File: config.mk
export PLATFORM = sky130hd
export DESIGN_NAME = battery_charge_estimator_flat
export DESIGN_NICKNAME = d
export VERILOG_FILES = /design/src/bce_pkg.sv /design/src/bce_req_if.sv /design/src/bce_rsp_if.sv /design/src/battery_charge_estimator.sv /design/src/flat_wrapper.sv
export SDC_FILE = /design/constraint.sdc
export NUM_CORES = 1
export LEC_CHECK = 0
export BUFFER_PORTS_ARGS = -buffer_cell sky130_fd_sc_hd__buf_2
export CAP_MARGIN = 20
export CORE_ASPECT_RATIO = 2
export CORE_MARGIN = 8
export CORE_UTILIZATION = 25
export DETAILED_ROUTE_END_ITERATION = 10
export GPL_ROUTABILITY_DRIVEN = 0
export GPL_TIMING_DRIVEN = 0
export SYNTH_ARGS = -nofsm -noshare
export SYNTH_HDL_FRONTEND = slang
export SYNTH_SLANG_ARGS = --single-unit
File: constraint.sdc
create_clock -name clock -period 10.4 [get_ports clock]
set_input_delay 0.52 -clock clock [delete_from_list [all_inputs] [get_ports clock]]
set_output_delay 0.52 -clock clock [all_outputs]
set_load 0.02 [all_outputs]
File: src/bce_pkg.sv
// Shared types and constants for the battery charge estimator.
// Holds field widths, the voltage-to-charge curve and the range codes.
// Depends on nothing; every other file refers to it by scoped names.
package bce_pkg;

   // Field widths of the request and response words.
   localparam int unsigned SAMPLE_W   = 13;
   localparam int unsigned CHARGE_W   = 15;
   localparam int unsigned MEAN_W     = 13;
   localparam int unsigned SAMPLE_MAX = 8191;

   localparam int unsigned DEFAULT_GROUP_SIZE = 5;

   // Charge is reported in percent with eight fraction bits.
   localparam int unsigned Q8_SHIFT = 8;

   // Voltage-to-charge curve, millivolts against whole percent.
   localparam int unsigned SOC_POINTS = 12;
   localparam int unsigned SOC_SEGS   = SOC_POINTS - 1;
   localparam int unsigned SEG_W      = $clog2(SOC_SEGS);

   localparam int unsigned SOC_MV [SOC_POINTS] = '{
      3500, 3680, 3700, 3730, 3770, 3790, 3820, 3870, 3930, 4000, 4080, 4200
   };
   localparam int unsigned SOC_PCT [SOC_POINTS] = '{
      0, 9, 18, 27, 36, 45, 55, 64, 73, 82, 91, 100
   };

   // Widest segment of the curve and largest percent step between points.
   localparam int unsigned SOC_MAX_SPAN_MV  = 180;
   localparam int unsigned SOC_MAX_STEP_PCT = 10;
   localparam int unsigned STEP_W           = $clog2(SOC_MAX_STEP_PCT + 1);

   localparam logic [CHARGE_W-1:0] CHARGE_EMPTY =
      CHARGE_W'(SOC_PCT[0] << Q8_SHIFT);
   localparam logic [CHARGE_W-1:0] CHARGE_FULL =
      CHARGE_W'(SOC_PCT[SOC_POINTS-1] << Q8_SHIFT);

   // Where a group mean falls relative to the ends of the curve.
   typedef enum logic [1:0] {
      RANGE_LOW,
      RANGE_MID,
      RANGE_HIGH
   } range_type;

endpackage

File: src/bce_req_if.sv
// Request channel of the battery charge estimator: one voltage sample per word.
// Uses bce_pkg for the sample width.
interface bce_req_if;
   logic                            valid;
   logic                            ready;
   logic [bce_pkg::SAMPLE_W-1:0]    sample_mv;

   modport source (output valid, output sample_mv, input ready);
   modport sink   (input valid, input sample_mv, output ready);
endinterface

File: src/bce_rsp_if.sv
// Response channel of the battery charge estimator: charge and mean per word.
// Uses bce_pkg for the field widths.
interface bce_rsp_if;
   logic                            valid;
   logic                            ready;
   logic [bce_pkg::CHARGE_W-1:0]    charge_q8;
   logic [bce_pkg::MEAN_W-1:0]      mean_mv;

   modport source (output valid, output charge_q8, output mean_mv, input ready);
   modport sink   (input valid, input charge_q8, input mean_mv, output ready);
endinterface

File: src/battery_charge_estimator.sv
// Battery charge estimator top level: sample accumulator and interpolation pipeline.
// Depends on bce_pkg (curve and widths) and the bce_req_if / bce_rsp_if channels.
// Configured at elaboration only, through GROUP_SIZE.

// Voltage samples in millivolts arrive one word per cycle and are summed in groups
// of GROUP_SIZE. The word that closes a group produces one response word holding
// the truncated group mean and a charge estimate in percent times 256: zero when
// the mean lies below 3500 mV, 25600 at or above 4200 mV, and otherwise a linear
// interpolation over a twelve-point curve, computed from the exact group sum so no
// precision is lost to the truncated mean. The block sustains one sample per clock
// cycle while stage one has room for each closing word. The closing word passes
// through four register stages (segment search, slope multiply, reciprocal
// multiply for the division by the segment width, and the final add) into the
// response register. Each stage holds its word while the one after it is full, so
// samples that do not close a group keep flowing in while a response waits to be
// taken, and a closing word is taken as long as the first stage has room.
module battery_charge_estimator #(
   parameter int unsigned GROUP_SIZE = bce_pkg::DEFAULT_GROUP_SIZE
) (
   input  logic       clock,
   input  logic       reset,
   bce_req_if.sink    req_if,
   bce_rsp_if.source  rsp_if
);

   // ---------------------------------------------------------------------------
   // Widths and constants derived from the group size.
   // ---------------------------------------------------------------------------
   localparam int unsigned SUM_W    = $clog2(GROUP_SIZE * bce_pkg::SAMPLE_MAX + 1);
   localparam int unsigned CNT_W    = (GROUP_SIZE > 1) ? $clog2(GROUP_SIZE) : 1;
   localparam int unsigned SEG_W    = bce_pkg::SEG_W;
   localparam int unsigned SEGS     = bce_pkg::SOC_SEGS;
   localparam int unsigned STEP_W   = bce_pkg::STEP_W;
   localparam int unsigned CHARGE_W = bce_pkg::CHARGE_W;
   localparam int unsigned MEAN_W   = bce_pkg::MEAN_W;

   localparam logic [CNT_W-1:0] CNT_LAST = CNT_W'(GROUP_SIZE - 1);

   // The mean is sum / GROUP_SIZE, done as a multiply by a rounded-up reciprocal.
   // With the shift chosen this way the quotient is exact for every sum.
   localparam int unsigned MDIV_SH  = SUM_W + $clog2(GROUP_SIZE);
   localparam int unsigned MDIV_W   = MDIV_SH + 1;
   localparam logic [63:0] MDIV_K64 =
      ((64'd1 << MDIV_SH) + 64'(GROUP_SIZE) - 64'd1) / 64'(GROUP_SIZE);
   localparam int unsigned MPROD_W  = SUM_W + MDIV_W;
   localparam logic [MPROD_W-1:0] MDIV_K = MPROD_W'(MDIV_K64);

   // Offset into a segment, and offset times the percent step of that segment.
   localparam int unsigned OFF_W = $clog2(bce_pkg::SOC_MAX_SPAN_MV * GROUP_SIZE);
   localparam int unsigned X_W   =
      $clog2(bce_pkg::SOC_MAX_SPAN_MV * GROUP_SIZE * bce_pkg::SOC_MAX_STEP_PCT);

   // The segment division (x * 256) / (span * GROUP_SIZE) also uses a reciprocal,
   // one per segment. The dividend is below 2^(X_W+8) and every divisor below
   // 2^OFF_W, which makes the truncated quotient exact.
   localparam int unsigned RDIV_SH = X_W + bce_pkg::Q8_SHIFT + OFF_W;
   localparam int unsigned RDIV_W  = RDIV_SH + 1;
   localparam int unsigned RPROD_W = X_W + RDIV_W;
   localparam int unsigned FRAC_W  = bce_pkg::Q8_SHIFT + STEP_W;

   localparam logic [SUM_W-1:0] RANGE_LO_SUM =
      SUM_W'(bce_pkg::SOC_MV[0] * GROUP_SIZE);
   localparam logic [SUM_W-1:0] RANGE_HI_SUM =
      SUM_W'(bce_pkg::SOC_MV[bce_pkg::SOC_POINTS-1] * GROUP_SIZE);

   localparam logic [MEAN_W-1:0] MEAN_LO = MEAN_W'(bce_pkg::SOC_MV[0]);
   localparam logic [MEAN_W-1:0] MEAN_HI = MEAN_W'(bce_pkg::SOC_MV[bce_pkg::SOC_POINTS-1]);

   // ---------------------------------------------------------------------------
   // Per-segment constants: lower bound of the sum, percent step, base charge
   // and the reciprocal of the segment width in sum units.
   // ---------------------------------------------------------------------------
   logic [SUM_W-1:0]    seg_lo    [SEGS];
   logic [STEP_W-1:0]   seg_step  [SEGS];
   logic [CHARGE_W-1:0] seg_base  [SEGS];
   logic [RDIV_W-1:0]   seg_recip [SEGS];

   for (genvar k = 0; k < SEGS; k++) begin : g_seg
      localparam logic [63:0] DEN =
         64'((bce_pkg::SOC_MV[k+1] - bce_pkg::SOC_MV[k]) * GROUP_SIZE);
      localparam logic [63:0] RECIP = ((64'd1 << RDIV_SH) + DEN - 64'd1) / DEN;

      assign seg_lo[k]    = SUM_W'(bce_pkg::SOC_MV[k] * GROUP_SIZE);
      assign seg_step[k]  = STEP_W'(bce_pkg::SOC_PCT[k+1] - bce_pkg::SOC_PCT[k]);
      assign seg_base[k]  = CHARGE_W'(bce_pkg::SOC_PCT[k] << bce_pkg::Q8_SHIFT);
      assign seg_recip[k] = RDIV_W'(RECIP);
   end

   // ---------------------------------------------------------------------------
   // Pipeline flow control. A stage takes a new word when it is empty or when
   // its current word moves on in the same cycle.
   // ---------------------------------------------------------------------------
   logic rsp_vld_ff, rsp_vld_in;
   logic s1_vld_ff, s1_vld_in;
   logic s2_vld_ff, s2_vld_in;
   logic s3_vld_ff, s3_vld_in;
   logic s4_vld_ff, s4_vld_in;

   logic out_rdy, s4_rdy, s3_rdy, s2_rdy, s1_rdy;
   logic s1_load, s2_load, s3_load, s4_load, out_load;

   assign out_rdy = !rsp_vld_ff || rsp_if.ready;
   assign s4_rdy  = !s4_vld_ff || out_rdy;
   assign s3_rdy  = !s3_vld_ff || s4_rdy;
   assign s2_rdy  = !s2_vld_ff || s3_rdy;
   assign s1_rdy  = !s1_vld_ff || s2_rdy;

   assign s2_load  = s1_vld_ff && s2_rdy;
   assign s3_load  = s2_vld_ff && s3_rdy;
   assign s4_load  = s3_vld_ff && s4_rdy;
   assign out_load = s4_vld_ff && out_rdy;

   // ---------------------------------------------------------------------------
   // Accumulator. Only the word that closes a group needs room in stage one.
   // ---------------------------------------------------------------------------
   logic [SUM_W-1:0] sum_ff, sum_in, sum_acc;
   logic [CNT_W-1:0] cnt_ff, cnt_in;
   logic             grp_last;
   logic             req_acc;

   assign grp_last      = (cnt_ff == CNT_LAST);
   assign req_if.ready  = !grp_last || s1_rdy;
   assign req_acc       = req_if.valid && req_if.ready;
   assign sum_acc       = sum_ff + SUM_W'(req_if.sample_mv);

   always_comb begin
      sum_in  = sum_ff;
      cnt_in  = cnt_ff;
      s1_load = 1'b0;
      if (req_acc) begin
         if (grp_last) begin
            sum_in  = '0;
            cnt_in  = '0;
            s1_load = 1'b1;
         end else begin
            sum_in = sum_acc;
            cnt_in = cnt_ff + CNT_W'(1);
         end
      end
   end

   // ---------------------------------------------------------------------------
   // Stage one holds the group sum. Its logic classifies the sum against the
   // curve ends, picks the segment with parallel comparators, forms the offset
   // into the segment and starts the mean multiply.
   // ---------------------------------------------------------------------------
   logic [SUM_W-1:0] s1_sum_ff;

   bce_pkg::range_type s2_range_in, s2_range_ff;
   logic [SEG_W-1:0]   s2_seg_in, s2_seg_ff;
   logic [OFF_W-1:0]   s2_off_in, s2_off_ff;
   logic [MPROD_W-1:0] s2_mprod_in, s2_mprod_ff;

   always_comb begin
      if (s1_sum_ff < RANGE_LO_SUM) begin
         s2_range_in = bce_pkg::RANGE_LOW;
      end else if (s1_sum_ff >= RANGE_HI_SUM) begin
         s2_range_in = bce_pkg::RANGE_HIGH;
      end else begin
         s2_range_in = bce_pkg::RANGE_MID;
      end

      // The highest interior point not above the sum opens the segment.
      s2_seg_in = '0;
      for (int k = 1; k < SEGS; k++) begin
         if (s1_sum_ff >= seg_lo[k]) begin
            s2_seg_in = SEG_W'(k);
         end
      end

      // Outside the curve the offset wraps, but the charge is forced then.
      s2_off_in   = OFF_W'(s1_sum_ff - seg_lo[s2_seg_in]);
      s2_mprod_in = MPROD_W'(s1_sum_ff) * MDIV_K;
   end

   // ---------------------------------------------------------------------------
   // Stage two scales the offset by the segment's percent step and finishes
   // the mean by dropping the reciprocal's fraction bits.
   // ---------------------------------------------------------------------------
   bce_pkg::range_type s3_range_ff;
   logic [SEG_W-1:0]   s3_seg_ff;
   logic [X_W-1:0]     s3_x_in, s3_x_ff;
   logic [MEAN_W-1:0]  s3_mean_in, s3_mean_ff;

   assign s3_x_in    = X_W'(s2_off_ff) * X_W'(seg_step[s2_seg_ff]);
   assign s3_mean_in = MEAN_W'(s2_mprod_ff >> MDIV_SH);

   // ---------------------------------------------------------------------------
   // Stage three multiplies by the segment reciprocal.
   // ---------------------------------------------------------------------------
   bce_pkg::range_type s4_range_ff;
   logic [SEG_W-1:0]   s4_seg_ff;
   logic [RPROD_W-1:0] s4_prod_in, s4_prod_ff;
   logic [MEAN_W-1:0]  s4_mean_ff;

   assign s4_prod_in = RPROD_W'(s3_x_ff) * RPROD_W'(seg_recip[s3_seg_ff]);

   // ---------------------------------------------------------------------------
   // Stage four takes the interpolated fraction, adds the segment's base charge
   // and applies the clamps at both ends of the curve.
   // ---------------------------------------------------------------------------
   logic [FRAC_W-1:0]   frac;
   logic [CHARGE_W-1:0] rsp_charge_in, rsp_charge_ff;
   logic [MEAN_W-1:0]   rsp_mean_ff;

   assign frac = FRAC_W'(s4_prod_ff >> (RDIV_SH - bce_pkg::Q8_SHIFT));

   always_comb begin
      unique case (s4_range_ff)
         bce_pkg::RANGE_LOW:  rsp_charge_in = bce_pkg::CHARGE_EMPTY;
         bce_pkg::RANGE_HIGH: rsp_charge_in = bce_pkg::CHARGE_FULL;
         bce_pkg::RANGE_MID:  rsp_charge_in = seg_base[s4_seg_ff] + CHARGE_W'(frac);
         default:             rsp_charge_in = bce_pkg::CHARGE_EMPTY;
      endcase
   end

   // ---------------------------------------------------------------------------
   // Valid bits.
   // ---------------------------------------------------------------------------
   assign s1_vld_in  = s1_load  || (s1_vld_ff  && !s2_rdy);
   assign s2_vld_in  = s2_load  || (s2_vld_ff  && !s3_rdy);
   assign s3_vld_in  = s3_load  || (s3_vld_ff  && !s4_rdy);
   assign s4_vld_in  = s4_load  || (s4_vld_ff  && !out_rdy);
   assign rsp_vld_in = out_load || (rsp_vld_ff && !rsp_if.ready);

   always_ff @(posedge clock) begin
      if (reset) begin
         sum_ff     <= '0;
         cnt_ff     <= '0;
         s1_vld_ff  <= 1'b0;
         s2_vld_ff  <= 1'b0;
         s3_vld_ff  <= 1'b0;
         s4_vld_ff  <= 1'b0;
         rsp_vld_ff <= 1'b0;
      end else begin
         sum_ff     <= sum_in;
         cnt_ff     <= cnt_in;
         s1_vld_ff  <= s1_vld_in;
         s2_vld_ff  <= s2_vld_in;
         s3_vld_ff  <= s3_vld_in;
         s4_vld_ff  <= s4_vld_in;
         rsp_vld_ff <= rsp_vld_in;
      end
   end

   // Payload registers load only when their stage takes a word.
   always_ff @(posedge clock) begin
      if (s1_load) begin
         s1_sum_ff <= sum_acc;
      end
      if (s2_load) begin
         s2_range_ff <= s2_range_in;
         s2_seg_ff   <= s2_seg_in;
         s2_off_ff   <= s2_off_in;
         s2_mprod_ff <= s2_mprod_in;
      end
      if (s3_load) begin
         s3_range_ff <= s2_range_ff;
         s3_seg_ff   <= s2_seg_ff;
         s3_x_ff     <= s3_x_in;
         s3_mean_ff  <= s3_mean_in;
      end
      if (s4_load) begin
         s4_range_ff <= s3_range_ff;
         s4_seg_ff   <= s3_seg_ff;
         s4_prod_ff  <= s4_prod_in;
         s4_mean_ff  <= s3_mean_ff;
      end
      if (out_load) begin
         rsp_charge_ff <= rsp_charge_in;
         rsp_mean_ff   <= s4_mean_ff;
      end
   end

   assign rsp_if.valid     = rsp_vld_ff;
   assign rsp_if.charge_q8 = rsp_charge_ff;
   assign rsp_if.mean_mv   = rsp_mean_ff;

   // ---------------------------------------------------------------------------
   // Assertions.
   // ---------------------------------------------------------------------------

   // The group counter never passes the last position of a group.
   a_cnt_bound: assert property (@(posedge clock) disable iff (reset)
      cnt_ff <= CNT_LAST)
      else $error("group counter out of range");

   // Interpolation inside the curve always stays below full charge.
   a_mid_below_full: assert property (@(posedge clock) disable iff (reset)
      s4_vld_ff && (s4_range_ff == bce_pkg::RANGE_MID) |-> rsp_charge_in < bce_pkg::CHARGE_FULL)
      else $error("interpolated charge reached full scale");

   // Mean and charge come from separate paths; full charge goes with a high mean.
   a_full_matches_mean: assert property (@(posedge clock) disable iff (reset)
      rsp_vld_ff |-> ((rsp_mean_ff >= MEAN_HI) == (rsp_charge_ff == bce_pkg::CHARGE_FULL)))
      else $error("full charge disagrees with group mean");

   // A mean below the curve gives an empty charge.
   a_low_mean_empty: assert property (@(posedge clock) disable iff (reset)
      rsp_vld_ff && (rsp_mean_ff < MEAN_LO) |-> rsp_charge_ff == bce_pkg::CHARGE_EMPTY)
      else $error("low mean gave nonzero charge");

endmodule
File: src/flat_wrapper.sv
// flat-port wrapper written by rule: the top's interface ports become plain ports
module battery_charge_estimator_flat 
#(
   parameter int unsigned GROUP_SIZE = bce_pkg::DEFAULT_GROUP_SIZE
)
  (clock, reset, req_if_valid, req_if_sample_mv, req_if_ready, rsp_if_valid, rsp_if_charge_q8, rsp_if_mean_mv, rsp_if_ready);
  bce_req_if req_if_i ();
  bce_rsp_if rsp_if_i ();
  input  logic clock;
  input  logic reset;
  input wire logic [$bits(req_if_i.valid)-1:0] req_if_valid;
  input wire logic [$bits(req_if_i.sample_mv)-1:0] req_if_sample_mv;
  output wire logic [$bits(req_if_i.ready)-1:0] req_if_ready;
  output wire logic [$bits(rsp_if_i.valid)-1:0] rsp_if_valid;
  output wire logic [$bits(rsp_if_i.charge_q8)-1:0] rsp_if_charge_q8;
  output wire logic [$bits(rsp_if_i.mean_mv)-1:0] rsp_if_mean_mv;
  input wire logic [$bits(rsp_if_i.ready)-1:0] rsp_if_ready;
  assign req_if_i.valid = req_if_valid;
  assign req_if_i.sample_mv = req_if_sample_mv;
  assign req_if_ready = req_if_i.ready;
  assign rsp_if_valid = rsp_if_i.valid;
  assign rsp_if_charge_q8 = rsp_if_i.charge_q8;
  assign rsp_if_mean_mv = rsp_if_i.mean_mv;
  assign rsp_if_i.ready = rsp_if_ready;
  battery_charge_estimator #(.GROUP_SIZE(GROUP_SIZE)) u_core (.clock(clock), .reset(reset), .req_if(req_if_i), .rsp_if(rsp_if_i));
endmodule
Yosys cells after proc, flatten, opt, wreduce, memory -nomap -nowiden
Memory sizes are Yosys's and may differ from the RTL's.
Cells that the tools add are included.
{"block": "totals", "register_bits": 203, "latchBits": 0, "mem_bits_rw": 0, "romBits": 1088, "input_bits": 17, "out_inout_bits": 30, "memories": 4}
{"block": "classes", "add_sub_neg": 4, "n_mul": 3, "div": 0, "order_cmp": 16, "eq_ne": 3, "shifts": 0, "muxes": 24, "n_bitwise": 4, "n_reduce_logical": 32}
{"name": "(name not given)", "words": 16, "word_bits": 33, "rd": 1, "rd_ports_with_merged_regs": 0, "wr": 0, "line_no": "battery_charge_estimator.sv:196", "source": "assign s4_prod_in = RPROD_W'(s3_x_ff) * RPROD_W'(seg_recip[s3_seg_ff]);"}
{"name": "(name not given)", "words": 16, "word_bits": 16, "rd": 1, "rd_ports_with_merged_regs": 0, "wr": 0, "line_no": "battery_charge_estimator.sv:172", "source": "s2_off_in = OFF_W'(s1_sum_ff - seg_lo[s2_seg_in]);"}
{"name": "(name not given)", "words": 16, "word_bits": 15, "rd": 1, "rd_ports_with_merged_regs": 0, "wr": 0, "line_no": "battery_charge_estimator.sv:212", "source": "bce_pkg::RANGE_MID: rsp_charge_in = seg_base[s4_seg_ff] + CHARGE_W'(frac);"}
{"name": "(name not given)", "words": 16, "word_bits": 4, "rd": 1, "rd_ports_with_merged_regs": 0, "wr": 0, "line_no": "battery_charge_estimator.sv:185", "source": "assign s3_x_in = X_W'(s2_off_ff) * X_W'(seg_step[s2_seg_ff]);"}
{"cell": "16-bit by 15-bit greater-or-equal comparator with 1-bit output (second input constant)", "count": 11}
{"cell": "33-bit 2-to-1 mux", "count": 2}
{"cell": "14-bit by 33-bit multiplier with 36-bit output", "count": 1}
{"cell": "16-bit by 16-bit multiplier with 31-bit output (second input constant)", "count": 1}
{"cell": "15-bit 2-to-1 mux", "count": 2}
{"cell": "15-bit one-hot mux with 2 select lines", "count": 1}
{"cell": "5-bit greater-or-equal comparator (second input constant)", "count": 4}
{"cell": "10-bit 2-to-1 mux", "count": 2}
{"cell": "4-bit 2-to-1 mux", "count": 5}
{"cell": "4-bit NOT with 5-bit output", "count": 4}
{"cell": "16-bit by 13-bit adder with 16-bit output", "count": 1}
{"cell": "16-bit by 15-bit < comparator with 1-bit output (second input constant)", "count": 1}
{"cell": "16-bit 2-to-1 mux", "count": 1}
{"cell": "15-bit by 12-bit adder with 15-bit output", "count": 1}
{"cell": "3-bit 2-to-1 mux", "count": 5}
{"cell": "10-bit by 4-bit multiplier with 14-bit output", "count": 1}
{"cell": "1-bit logical NOT", "count": 11}
{"cell": "1-bit logical OR", "count": 11}
{"cell": "1-bit logical AND", "count": 10}
{"cell": "10-bit subtractor", "count": 1}
{"cell": "2-bit 2-to-1 mux", "count": 3}
{"cell": "3-bit by 1-bit adder with 3-bit output (second input constant)", "count": 1}
{"cell": "3-bit == test (second input constant)", "count": 1}
{"cell": "1-bit 2-to-1 mux", "count": 3}
{"cell": "2 further kinds", "count": 2}

Depth between registers and ports, before layout
Gate-level depths: netlist of run 1.
{"block": "depth", "depth_word": 16, "depth_mapped": 29, "mapped_depth_nobuf": 27}

Worst setup path before layout of run 1
No wires, ideal clock.
{"block": "synth_timing", "kind": "register to register", "start": "register u_core.s3_seg_ff[3]", "end": "register u_core.s4_prod_ff[32] (data pin)", "setup_time_ns": 0.259, "arrival_time_ns": 6.948, "required_ns": 10.141, "setup_slack_ns": 3.193, "path_stages_with_launch": 26, "cell_sequence": "edfxtp_1 clkbuf_1 buf_1 buf_1 o21ai_0 o31ai_1 clkbuf_1 nand2_1 fa_1 inv_1 fa_1 fa_1 fa_1 fa_1 inv_1 fa_1 inv_1 ha_1 a211oi_1 nand3_1 o211ai_1 o22ai_1 o31a_1 o311a_1 nor2_1 xnor2_1"}
{"block": "synth_via", "elab_chain_cells": 5}
{"element": "start: declaration", "line_no": "battery_charge_estimator.sv:181", "source": "logic [SEG_W-1:0] s3_seg_ff;"}
{"element": "start signal: assignment", "line_no": "battery_charge_estimator.sv:259", "source": "s3_seg_ff <= s2_seg_ff;"}
{"element": "4-bit NOT with 5-bit output (implied by the code)", "line_no": "battery_charge_estimator.sv:196"}
{"element": "memory read 16 x 33 bit"}
{"element": "33-bit 2-to-1 mux (implied by the code) (2 in series)", "line_no": "battery_charge_estimator.sv:196"}
{"element": "14-bit by 33-bit multiplier with 36-bit output", "line_no": "battery_charge_estimator.sv:196"}
{"element": "named net u_core.s4_prod_in[32]", "line_no": "battery_charge_estimator.sv:193", "source": "logic [RPROD_W-1:0] s4_prod_in, s4_prod_ff;"}
{"element": "end signal: assignment", "line_no": "battery_charge_estimator.sv:266", "source": "s4_prod_ff <= s4_prod_in;"}
{"element": "end: declaration", "line_no": "battery_charge_estimator.sv:193"}
The timed path passes the listed nets, and every way through them passes these cells. The select of a mux whose other input is x is not followed.
A chain may end at the register's enable or synchronous reset.

Final worst setup path of run 1
{"block": "layout_timing", "start": "register u_core.s3_seg_ff[3]", "end": "register u_core.s4_prod_ff[35] (data pin)"}
Same word-level chain as after synthesis.

==> results of run 1 <==
## final timing paths
path                                       start                                 end  slack [ps]  depth (start not counted)
setup / recovery   u_core.s3_seg_ff[3]$_DFFE_PP_     u_core.s4_prod_ff[35]$_DFFE_PP_         650                         25
hold / removal                      req_if_valid       u_core.cnt_ff[2]$_SDFFE_PP0P_         310                          3
setup reg to reg   u_core.s3_seg_ff[3]$_DFFE_PP_     u_core.s4_prod_ff[35]$_DFFE_PP_         650                         25
hold reg to reg   u_core.s4_mean_ff[2]$_DFFE_PP_  u_core.rsp_if.mean_mv[2]$_DFFE_PP_         410                          0
## flip-flops by register name (all words and copies together) (netlist names)
name and count:
u_core.s4_range_ff 2, u_core.rsp_if.mean_mv 13, u_core.s1_vld_ff 1, u_core.s3_mean_ff 13
u_core.s3_range_ff 2, u_core.s4_mean_ff 13, u_core.s1_sum_ff 16, u_core.s2_mprod_ff 13
u_core.s4_prod_ff 12, u_core.s2_off_ff 10, u_core.s2_vld_ff 1, u_core.rsp_if.charge_q8 15
u_core.s4_vld_ff 1, u_core.sum_ff 16, u_core.s3_vld_ff 1, u_core.s2_seg_ff 4
u_core.s3_seg_ff 4, u_core.s2_range_ff 2, u_core.cnt_ff 3, u_core.rsp_if.valid 1
u_core.s3_x_ff 14, u_core.s4_seg_ff 4
## logic make-up (layout without fill, tap and decap cells)
family,count (synthesis),count (layout)
adder cells (fa/ha/maj),685,685
AND/OR/NAND/NOR,646,646
buffers and inverters,548,630
AO/OA/AOI/OAI,268,268
flip-flops,161,161
XOR/XNOR,66,66
multiplexers,4,4
## area by class of cell
type / count / area [µm²] / area share (%)
timing repair buffer: 50 / 302 / 1.16
buffer: 72 / 273 / 1.05
clock buffer: 17 / 425 / 1.63
sequential: 161 / 4590 / 17.6
tap: 1207 / 1510 / 5.80
clock inverter: 15 / 205 / 0.788
multi-input combinational: 1669 / 17000 / 65.1
inverter: 476 / 1790 / 6.86
## critical path: stages (launching register included)
cell                       delay [ps]
sky130_fd_sc_hd__edfxtp_1         490
sky130_fd_sc_hd__clkbuf_1         420
sky130_fd_sc_hd__buf_1            390
sky130_fd_sc_hd__buf_1            390
sky130_fd_sc_hd__nand2_1          120
sky130_fd_sc_hd__o21ai_1          530
sky130_fd_sc_hd__clkbuf_1         520
sky130_fd_sc_hd__nand2_1          160
sky130_fd_sc_hd__fa_1             550
sky130_fd_sc_hd__fa_1             530
sky130_fd_sc_hd__inv_1             50
sky130_fd_sc_hd__fa_1             470
sky130_fd_sc_hd__fa_1             520
sky130_fd_sc_hd__fa_1             540
sky130_fd_sc_hd__inv_1             60
sky130_fd_sc_hd__fa_1             530
sky130_fd_sc_hd__inv_1             40
sky130_fd_sc_hd__ha_1             340
sky130_fd_sc_hd__nand3_1          110
sky130_fd_sc_hd__a211oi_1         400
sky130_fd_sc_hd__nand4_1          290
sky130_fd_sc_hd__a211oi_1         590
sky130_fd_sc_hd__nor2_1           140
sky130_fd_sc_hd__a211oi_1         710
sky130_fd_sc_hd__a21oi_1          230
sky130_fd_sc_hd__xnor2_1          390
## cells in the mapped netlist, drive strengths merged (3+ instances only)
cell type	instances	area, µm²
a21bo	3	30.0
o31ai	4	30.0
o31a	5	43.8
xnor2	48	420
mux2	3	33.8
nand4	16	100
edfxtp	137	4110
a21o	27	203
nor2	79	297
o21a	17	128
a21boi	7	52.6
nor2b	20	125
nand3	24	120
nor3	19	95.1
o211ai	11	82.6
inv	476	1790
and3	7	43.8
dfxtp	24	480
clkbuf	66	248
and2	184	1150
a211oi	12	90.1
or3	9	56.3
xor2	18	158
or2	3	18.8
nand2	257	965
a31oi	9	56.3
nand3b	3	22.5
buf	6	25.0
a22oi	16	120
a21oi	73	369
a211o	3	26.3
nor4bb	3	30.0
ha	315	3940
o21bai	8	60.1
nand2b	13	81.3
fa	370	7410
o21ai	47	235
## stage by stage
step	hold WS [ps]	utilization (%)
after floorplan	400	-
after global placement	402	27.0
after detailed placement	405	27.1
after CTS	270	27.8
after global routing	310	27.8
final	307	27.8
## routing by layer
metal,GRT usage (%),vias up
met5,0,-
met4,10.9,0
met3,1.96,260
met2,24.9,461
met1,11.1,8423
li1,-,7681
## placed cells by master (no fill, tap or decap), drive strengths merged, types with 9 or more instances in the layout
master	netlist	routed
fa	370	370
nand2	257	257
xnor2	48	48
dfxtp	24	24
a31oi	9	9
inv	476	482
and2	184	184
ha	315	315
o211ai	11	11
xor2	18	18
edfxtp	137	137
nand2b	13	13
nand3	24	24
nor3	19	19
o21a	17	17
nand4	16	16
a21o	27	27
buf	6	56
clkbuf	66	83
o21ai	47	47
a21oi	73	73
a22oi	16	16
or3	9	9
nor2	79	79
nor2b	20	20
a211oi	12	12
## report_power, final
group	switching (mW)	leakage (nW)	total, mW	internal [mW]
clock network	0.351	0.299	0.681	0.330
registers	0.0477	1.46	0.974	0.926
logic	2.70	10.6	4.64	1.94
total	3.10	12.3	6.29	3.20
==> metrics list, run 1 <==
* Buffer depth of the longest clock path: 2
- Setup repair after global routing left no endpoint under its margin.
* Leakage Power: 12.3 nW
* Post-CTS Hold Fix Bufs: 0
* Final worst path period share: 93.7%
* P per Cell Area: 242 nW/µm²
- The via count of the first global-routing pass was 18,616.
* Worst setup slack after placement: 738 ps
* Total wire length after detailed routing: 66,300 µm
- Between clock sinks in the finished design, the worst skew comes to 23.5 ps.
- In the synthesized netlist, mux cells make up 0.186% of the area.
- Final-report hold violation count: 0
- For the final routed database, the setup TNS stands at 0 ps.
* Post-DR wirelength/cell: 18.1 µm
* Port bufs: 45
* CTS tree: yes
* Syn_nets: 3,080
- Setup violations remaining at the end of the flow were counted as 0.
* Run status: complete, no violations
- Final non-filler cell total: 3,667
- Adder-cell area share of the yosys netlist: 48.1%
* Headroom to the max-slew limit: 28.2%
- Global routing used 12.8% of the available tracks across all layers.
- The worst setup path is captured at a flop.
* Maximum clock frequency: 0.103 GHz
- The detailed router placed 16,825 vias in this run.
- The first global-routing pass estimated 102,000 µm of wire.
- Summing the areas of all and, or, nand and nor instances in the mapped netlist gives 13.5% of the synthesized area.
- Share of synthesized area occupied by flip-flops and latches: 19.5%
- DRT met1 WL: 20,900 µm
- Post-layout net count: 3,149
- Per-instance average area after synthesis: 9.92 µm²
- The die is 233 µm wide.
* Area of the core: 93,700 µm²
* Clock Sink Count: 161
- After technology mapping, the gate count stands at 2,378.
- Xor and xnor area share after synthesis: 2.45%
* Inserted Clock Buffers: 17
- Top-level I/O count: 47
- Library cell used as clock root buffer: sky130_fd_sc_hd__clkbuf_16
* Initial Utilization: 25.2%
- The min-delay analysis places its worst path in the category input pin to flop.
* Max Cap Violations: 0
- Data on the critical path is required at its endpoint by 10,670 ps.
- Wire segments on met2 add up to 36,600 µm in the final route.
- Final instance area: 26,100 µm²
- Detail Route met3 WL: 2340 µm
- After detailed placement, the design holds a cell count of 3,635.
- Residual DRC: 0
- The later pin in the worst-skew pair is clocked with a latency of 510 ps.
* Number of filler instances in the final layout: 9,848
- Arrival time worst endpoint: 10,020 ps
- Number of placement rows: 159
* Antenna violations before repair: 0
- Worst slew pin tran: 1070 ps
- In this run the worst path has a maximum fanout of 10.
- Class of the most critical setup path: flop to flop
- After detailed routing, no signal wire sits above met4.
* Final ANT Viol Nets: 0
* Die area: 105,000 µm²
- After detailed placement, the total cell area comes to 25,400 µm².
- Among all flip-flop cells after synthesis, the most frequent one is sky130_fd_sc_hd__edfxtp_1.
- After synthesis, the largest family of logic cells by area is adder cells.
- Deepest level of the CTS H-tree: 4
* Post-cts gate resize count: 0
- Clock slew at the register clock pins of the worst setup and hold paths: 90 ps
- Half-perimeter wire length after placement: 56,500 µm
* Via/cell ratio: 4.59
* Element type at the critical path start: flop
- In this run, the number of DRC markers left after iteration 0 of detailed routing was 764.
- The synthesized design contains 137 enable-type register cells.
* Netlist area before placement: 23,600 µm²
* Proportion of register bits with asynchronous set or reset after synthesis: 0%
- Post-route worst setup slack: 653 ps
- Proportion of layout cells with a drive suffix above 1: 3.98%
- Minimum clock period: 9750 ps
* Count of antenna diodes in the layout: 0
- The first detailed-routing pass ran for 5 iterations.
- Complex-gate fraction of the synthesized area: 7.52%
- Maximum number of pins on one net before global-route repair: 30
- Total power for the finished layout comes to 6.29 mW.
* Register bit total from synthesis: 161
- Yosys mapped the design onto 67 distinct sky130hd cell types.
- VDD sags by at most 0.206 mV.
- Post-CTS setup buffer count: 0
* P&R area growth vs syn: 10.5%
* Die height: 450 µm
- Syn. warnings: 0
* GRT Residual Overflow: 0
- Count of pins over their slew limit: 0
Note: power is estimated with default switching activity, not from simulation.
==> run 2, diff against run 1 <==
--- a/config.mk
+++ b/config.mk
@@ -5,6 +5,7 @@
 export SDC_FILE = /design/constraint.sdc
 export NUM_CORES = 1
 export LEC_CHECK = 0
+export ABC_AREA = 1
 export BUFFER_PORTS_ARGS = -buffer_cell sky130_fd_sc_hd__buf_2
 export CAP_MARGIN = 20
 export CORE_ASPECT_RATIO = 2
==> run 2 against run 1 <==
Synthesized area grew 1.3%. Sequential share of layout area fell by 0.17 points. Via count rose by 8.4%. Global-route usage is 1.1 points higher. Core utilization fell by 0.082 points. Non-clock buffer count is 30 lower. Critical endpoint is now u_core.s4_prod_ff[34]$_DFFE_PP_. Largest power group is now sequential cells.
==> metrics list, run 2 <==
- Worst-Skew Late Latency: 470 ps
- Port buffering added 46 buffers.
- The number of hold buffers added after CTS was 0.
- In the final routed layout, each cell accounts on average for 18.1 µm.
- Once detail routing completed, the nets flagged for antenna violations numbered 0.
- Final-report hold violation count: 0
* Post-CTS setup buffer count: 0
- Maximum clock frequency: 0.114 GHz
- The via count of the first global-routing pass is 20,533.
- In this run the tightest slew margin relative to its limit is 22.9%.
- Top-level I/O count: 47
- After synthesis, the netlist uses 58 different library cells.
- Synthesis produced a netlist with a net count of 3,367.
- After legalization and detailed placement, the total HPWL measured 61,100 µm.
* Count of buffering cells on the critical path with inverters included: 5
- CTS tree: yes
- Endpoint kind of the worst setup timing path: flop
- For the pin with the worst max-slew slack, the measured transition is 1160 ps.
* Most common cell after layout, fill and taps aside: sky130_fd_sc_hd__inv_1
* Via/cell ratio: 4.60
- For this design the static power due to leakage is 13.1 nW.
* Proportion of register bits with asynchronous set or reset after synthesis: 0%
- The longest clock path from root to sink contains 2 buffers.
* Initial Utilization: 25.2%
* Post-Route Skew: 11.4 ps
- Netlist area before placement: 23,900 µm²
- Count of antenna diodes in the layout: 0
- List of most frequent post-synthesis cells: sky130_fd_sc_hd__inv_1, sky130_fd_sc_hd__nand2_1, sky130_fd_sc_hd__fa_1
- Residual DRC: 0
- Peak fanout along the critical path: 10
* Arrival time worst endpoint: 8950 ps
- Setup repair after global routing missed its margin: no
- The share of the Yosys chip area taken by registers is 19.2%.
- Per-instance average area after synthesis: 8.96 µm²
- For this design the ratio of total power to cell area is 64.1 nW/µm².
- Post-layout net count: 3,436
- The number of gates resized after CTS was 0.
- Global-route wire length before repair: 111,000 µm
- Die height: 453 µm
* Top area cells in the synthesized netlist: sky130_fd_sc_hd__fa_1, sky130_fd_sc_hd__edfxtp_1, sky130_fd_sc_hd__ha_1, sky130_fd_sc_hd__inv_1, sky130_fd_sc_hd__nand2_1
- Clock slew at the register clock pins of the worst setup and hold paths: 70 ps
* Deepest level of the CTS H-tree: 4
- After detailed placement, the total cell area comes to 25,700 µm².
- Critical path's slowest cell: sky130_fd_sc_hd__a21oi_1
- In this run the clock root is driven by a sky130_fd_sc_hd__clkbuf_16.
* Library cell with the highest instance count after synthesis: sky130_fd_sc_hd__inv_1
- Data on the critical path is required at its endpoint by 10,600 ps.
* Biggest area consumer among synthesized cells: sky130_fd_sc_hd__fa_1
* Number of iterations in the first detailed-routing pass: 5
* Maximum number of pins on one net before global-route repair: 34
* Top cell family by delay on the critical path: adder cells
* DRC marker count from the first detailed-route iteration: 765
- In the finished design, the share of the clock period the worst path needs comes to 84.2%.
- Logic gate share of total power: 20.5%
- Proportion of total power due to net switching: 30.1%
- Cell internal power was estimated by the tool at 1.18 mW.
* Class of the worst hold path: input pin to flop
- Most used cell along the critical path: sky130_fd_sc_hd__fa_1
* Total number of vias: 18,242
- The number of antenna violations at the first check in global routing is 2.
- Global routing finished with a remaining overflow of 0.
- The routed design has 71,800 µm of wire.
* Setup-violating endpoint count in the final report: 0
* Most used cells in the layout excluding fill and tap cells: sky130_fd_sc_hd__inv_1, sky130_fd_sc_hd__nand2_1, sky130_fd_sc_hd__fa_1
- Adding up every negative setup slack in the final design gives 0 ps.
* Die Span X: 235 µm
- During synthesis, Yosys emitted a total of 0 warnings.
- The clock net in this run drives a total of 161 sinks.
* Run status: complete, no violations
- Max IR drop VDD: 0.126 mV
- Area of the core: 94,900 µm²
- The die covers 106,000 µm².
- Register bit total from synthesis: 161
- In the global route stage, overall resource usage came out at 14.0%.
- Element type at the critical path start: flop
- Area fraction of the dominant cell type after synthesis: 31.0%
- Minimum clock period: 8750 ps
- Counting flops with a built-in enable in the synthesized netlist gives 137.
- The max-slew violation count came to 0.
* Fraction of power consumed by the clock network: 36.9%
* Max Cap Violations: 0
- Dominant synthesized flop cell: sky130_fd_sc_hd__edfxtp_1
* Max incr delay on CP: 880 ps
- The number of clock buffers added by TritonCTS is 17.
- Net Sw Power: 507 µW
- P&R area growth vs syn: 10.2%
- The critical path is of the flop to flop type.
- Summing all non-filler instances in the final layout gives an area of 26,300 µm².
- The cell count after synthesis came out at 2,665.
- Proportion of layout cells with a drive suffix above 1: 4.95%
- Number of placement rows: 160
- Sequential cells account for 42.7% of the total power.
==> run 2: cell count changes in the layout (fill, tap and decap cells not counted), sizes merged, moves of 28 or more <==
cell,delta
nand2,+248
a21oi,+51
and2,-181
xnor2,-30
inv,+130
clkbuf,-33
nor2,+184
xor2,+28
==> run 2: path summary, 6_finish.rpt <==
path / startpoint / slack [ps] / to / cells past startpoint
worst min register to register: u_core.s2_mprod_ff[28]$_DFFE_PP_ / 410 / u_core.s3_mean_ff[9]$_DFFE_PP_ / 0
worst max-delay path: u_core.s3_seg_ff[1]$_DFFE_PP_ / 1650 / u_core.s4_prod_ff[34]$_DFFE_PP_ / 25
worst max register to register: u_core.s3_seg_ff[1]$_DFFE_PP_ / 1650 / u_core.s4_prod_ff[34]$_DFFE_PP_ / 25
worst min-delay path: reset / 280 / u_core.s2_vld_ff$_SDFF_PP0_ / 2
==> run 2: stage by stage <==
| step | setup slack, ps | instances | util, % | hold slack [ps] | power (mW) |
|---|---|---|---|---|---|
| 4_1_cts | 1800 | 3961 | 27.7 | 264 | 1.71 |
| 3_3_place_gp | 1830 | 3926 | 27.0 | 401 | 1.07 |
| 6_report | 1650 | 3962 | 27.7 | 280 | 1.69 |
| 2_1_floorplan | 3770 | 2665 | - | 400 | 0.979 |
| 5_1_grt | 1190 | 3962 | 27.7 | 288 | 1.77 |
| 3_5_place_dp | 1800 | 3929 | 27.1 | 405 | 1.08 |
==> run 2: routing by layer <==
metal | part of all wire [%] | track usage [%]
met1 | 30 | 11.2
met2 | 55 | 27.6
met3 | 3.7 | 2.28
met4 | 11 | 12.8
met5 | 0.039 | 0
==> run 2: cell families (layout without fill, tap and decap cells) <==
| logic type | count (synthesis) | after routing | share of synthesized area, % |
|---|---|---|---|
| simple gates | 853 | 853 | 14.4 |
| flops | 161 | 161 | 19.2 |
| xor+xnor | 64 | 64 | 2.38 |
| compound gates | 246 | 246 | 5.90 |
| fa+ha+maj | 685 | 685 | 47.5 |
| buf+inv | 656 | 738 | 10.5 |
==> run 2: layout make-up <==
| class | count | area (µm²) |
|---|---|---|
| buffer | 42 | 199 |
| clock buffer | 18 | 429 |
| clock inverter | 14 | 145 |
| fill | 10202 | 68600 |
| inverter | 614 | 2310 |
| multi-input combinational | 1848 | 16800 |
| sequential | 161 | 4590 |
| tap | 1215 | 1520 |
| timing repair buffer | 50 | 320 |
==> run 2: power groups by stage <==
stage | combinational (mW) | clock, mW | sequential [mW]
floorplan | 0.248 | 0 | 0.731
global placement | 0.339 | 0 | 0.733
detailed placement | 0.344 | 0 | 0.733
finish | 0.345 | 0.621 | 0.719
global route | 0.391 | 0.662 | 0.720
CTS | 0.348 | 0.639 | 0.719
==> run 2: worst reg2reg max path, cell delays in order, from the launching register on <==
cell and delay, ps:
sky130_fd_sc_hd__edfxtp_1 630, sky130_fd_sc_hd__inv_1 260, sky130_fd_sc_hd__ha_1 280, sky130_fd_sc_hd__nand2_1 70, sky130_fd_sc_hd__inv_1 50, sky130_fd_sc_hd__a21oi_1 880, sky130_fd_sc_hd__nand2_1 610, sky130_fd_sc_hd__inv_1 460
sky130_fd_sc_hd__nor2_1 120, sky130_fd_sc_hd__fa_1 540, sky130_fd_sc_hd__fa_1 530, sky130_fd_sc_hd__fa_1 520, sky130_fd_sc_hd__fa_1 520, sky130_fd_sc_hd__fa_1 560, sky130_fd_sc_hd__inv_1 60, sky130_fd_sc_hd__fa_1 530
sky130_fd_sc_hd__inv_1 40, sky130_fd_sc_hd__ha_1 310, sky130_fd_sc_hd__a21oi_1 250, sky130_fd_sc_hd__o21ai_0 190, sky130_fd_sc_hd__a21oi_1 280, sky130_fd_sc_hd__nor2_1 80, sky130_fd_sc_hd__a2111oi_0 420, sky130_fd_sc_hd__nand2_1 110
sky130_fd_sc_hd__nand2_1 70, sky130_fd_sc_hd__nand2_1 120
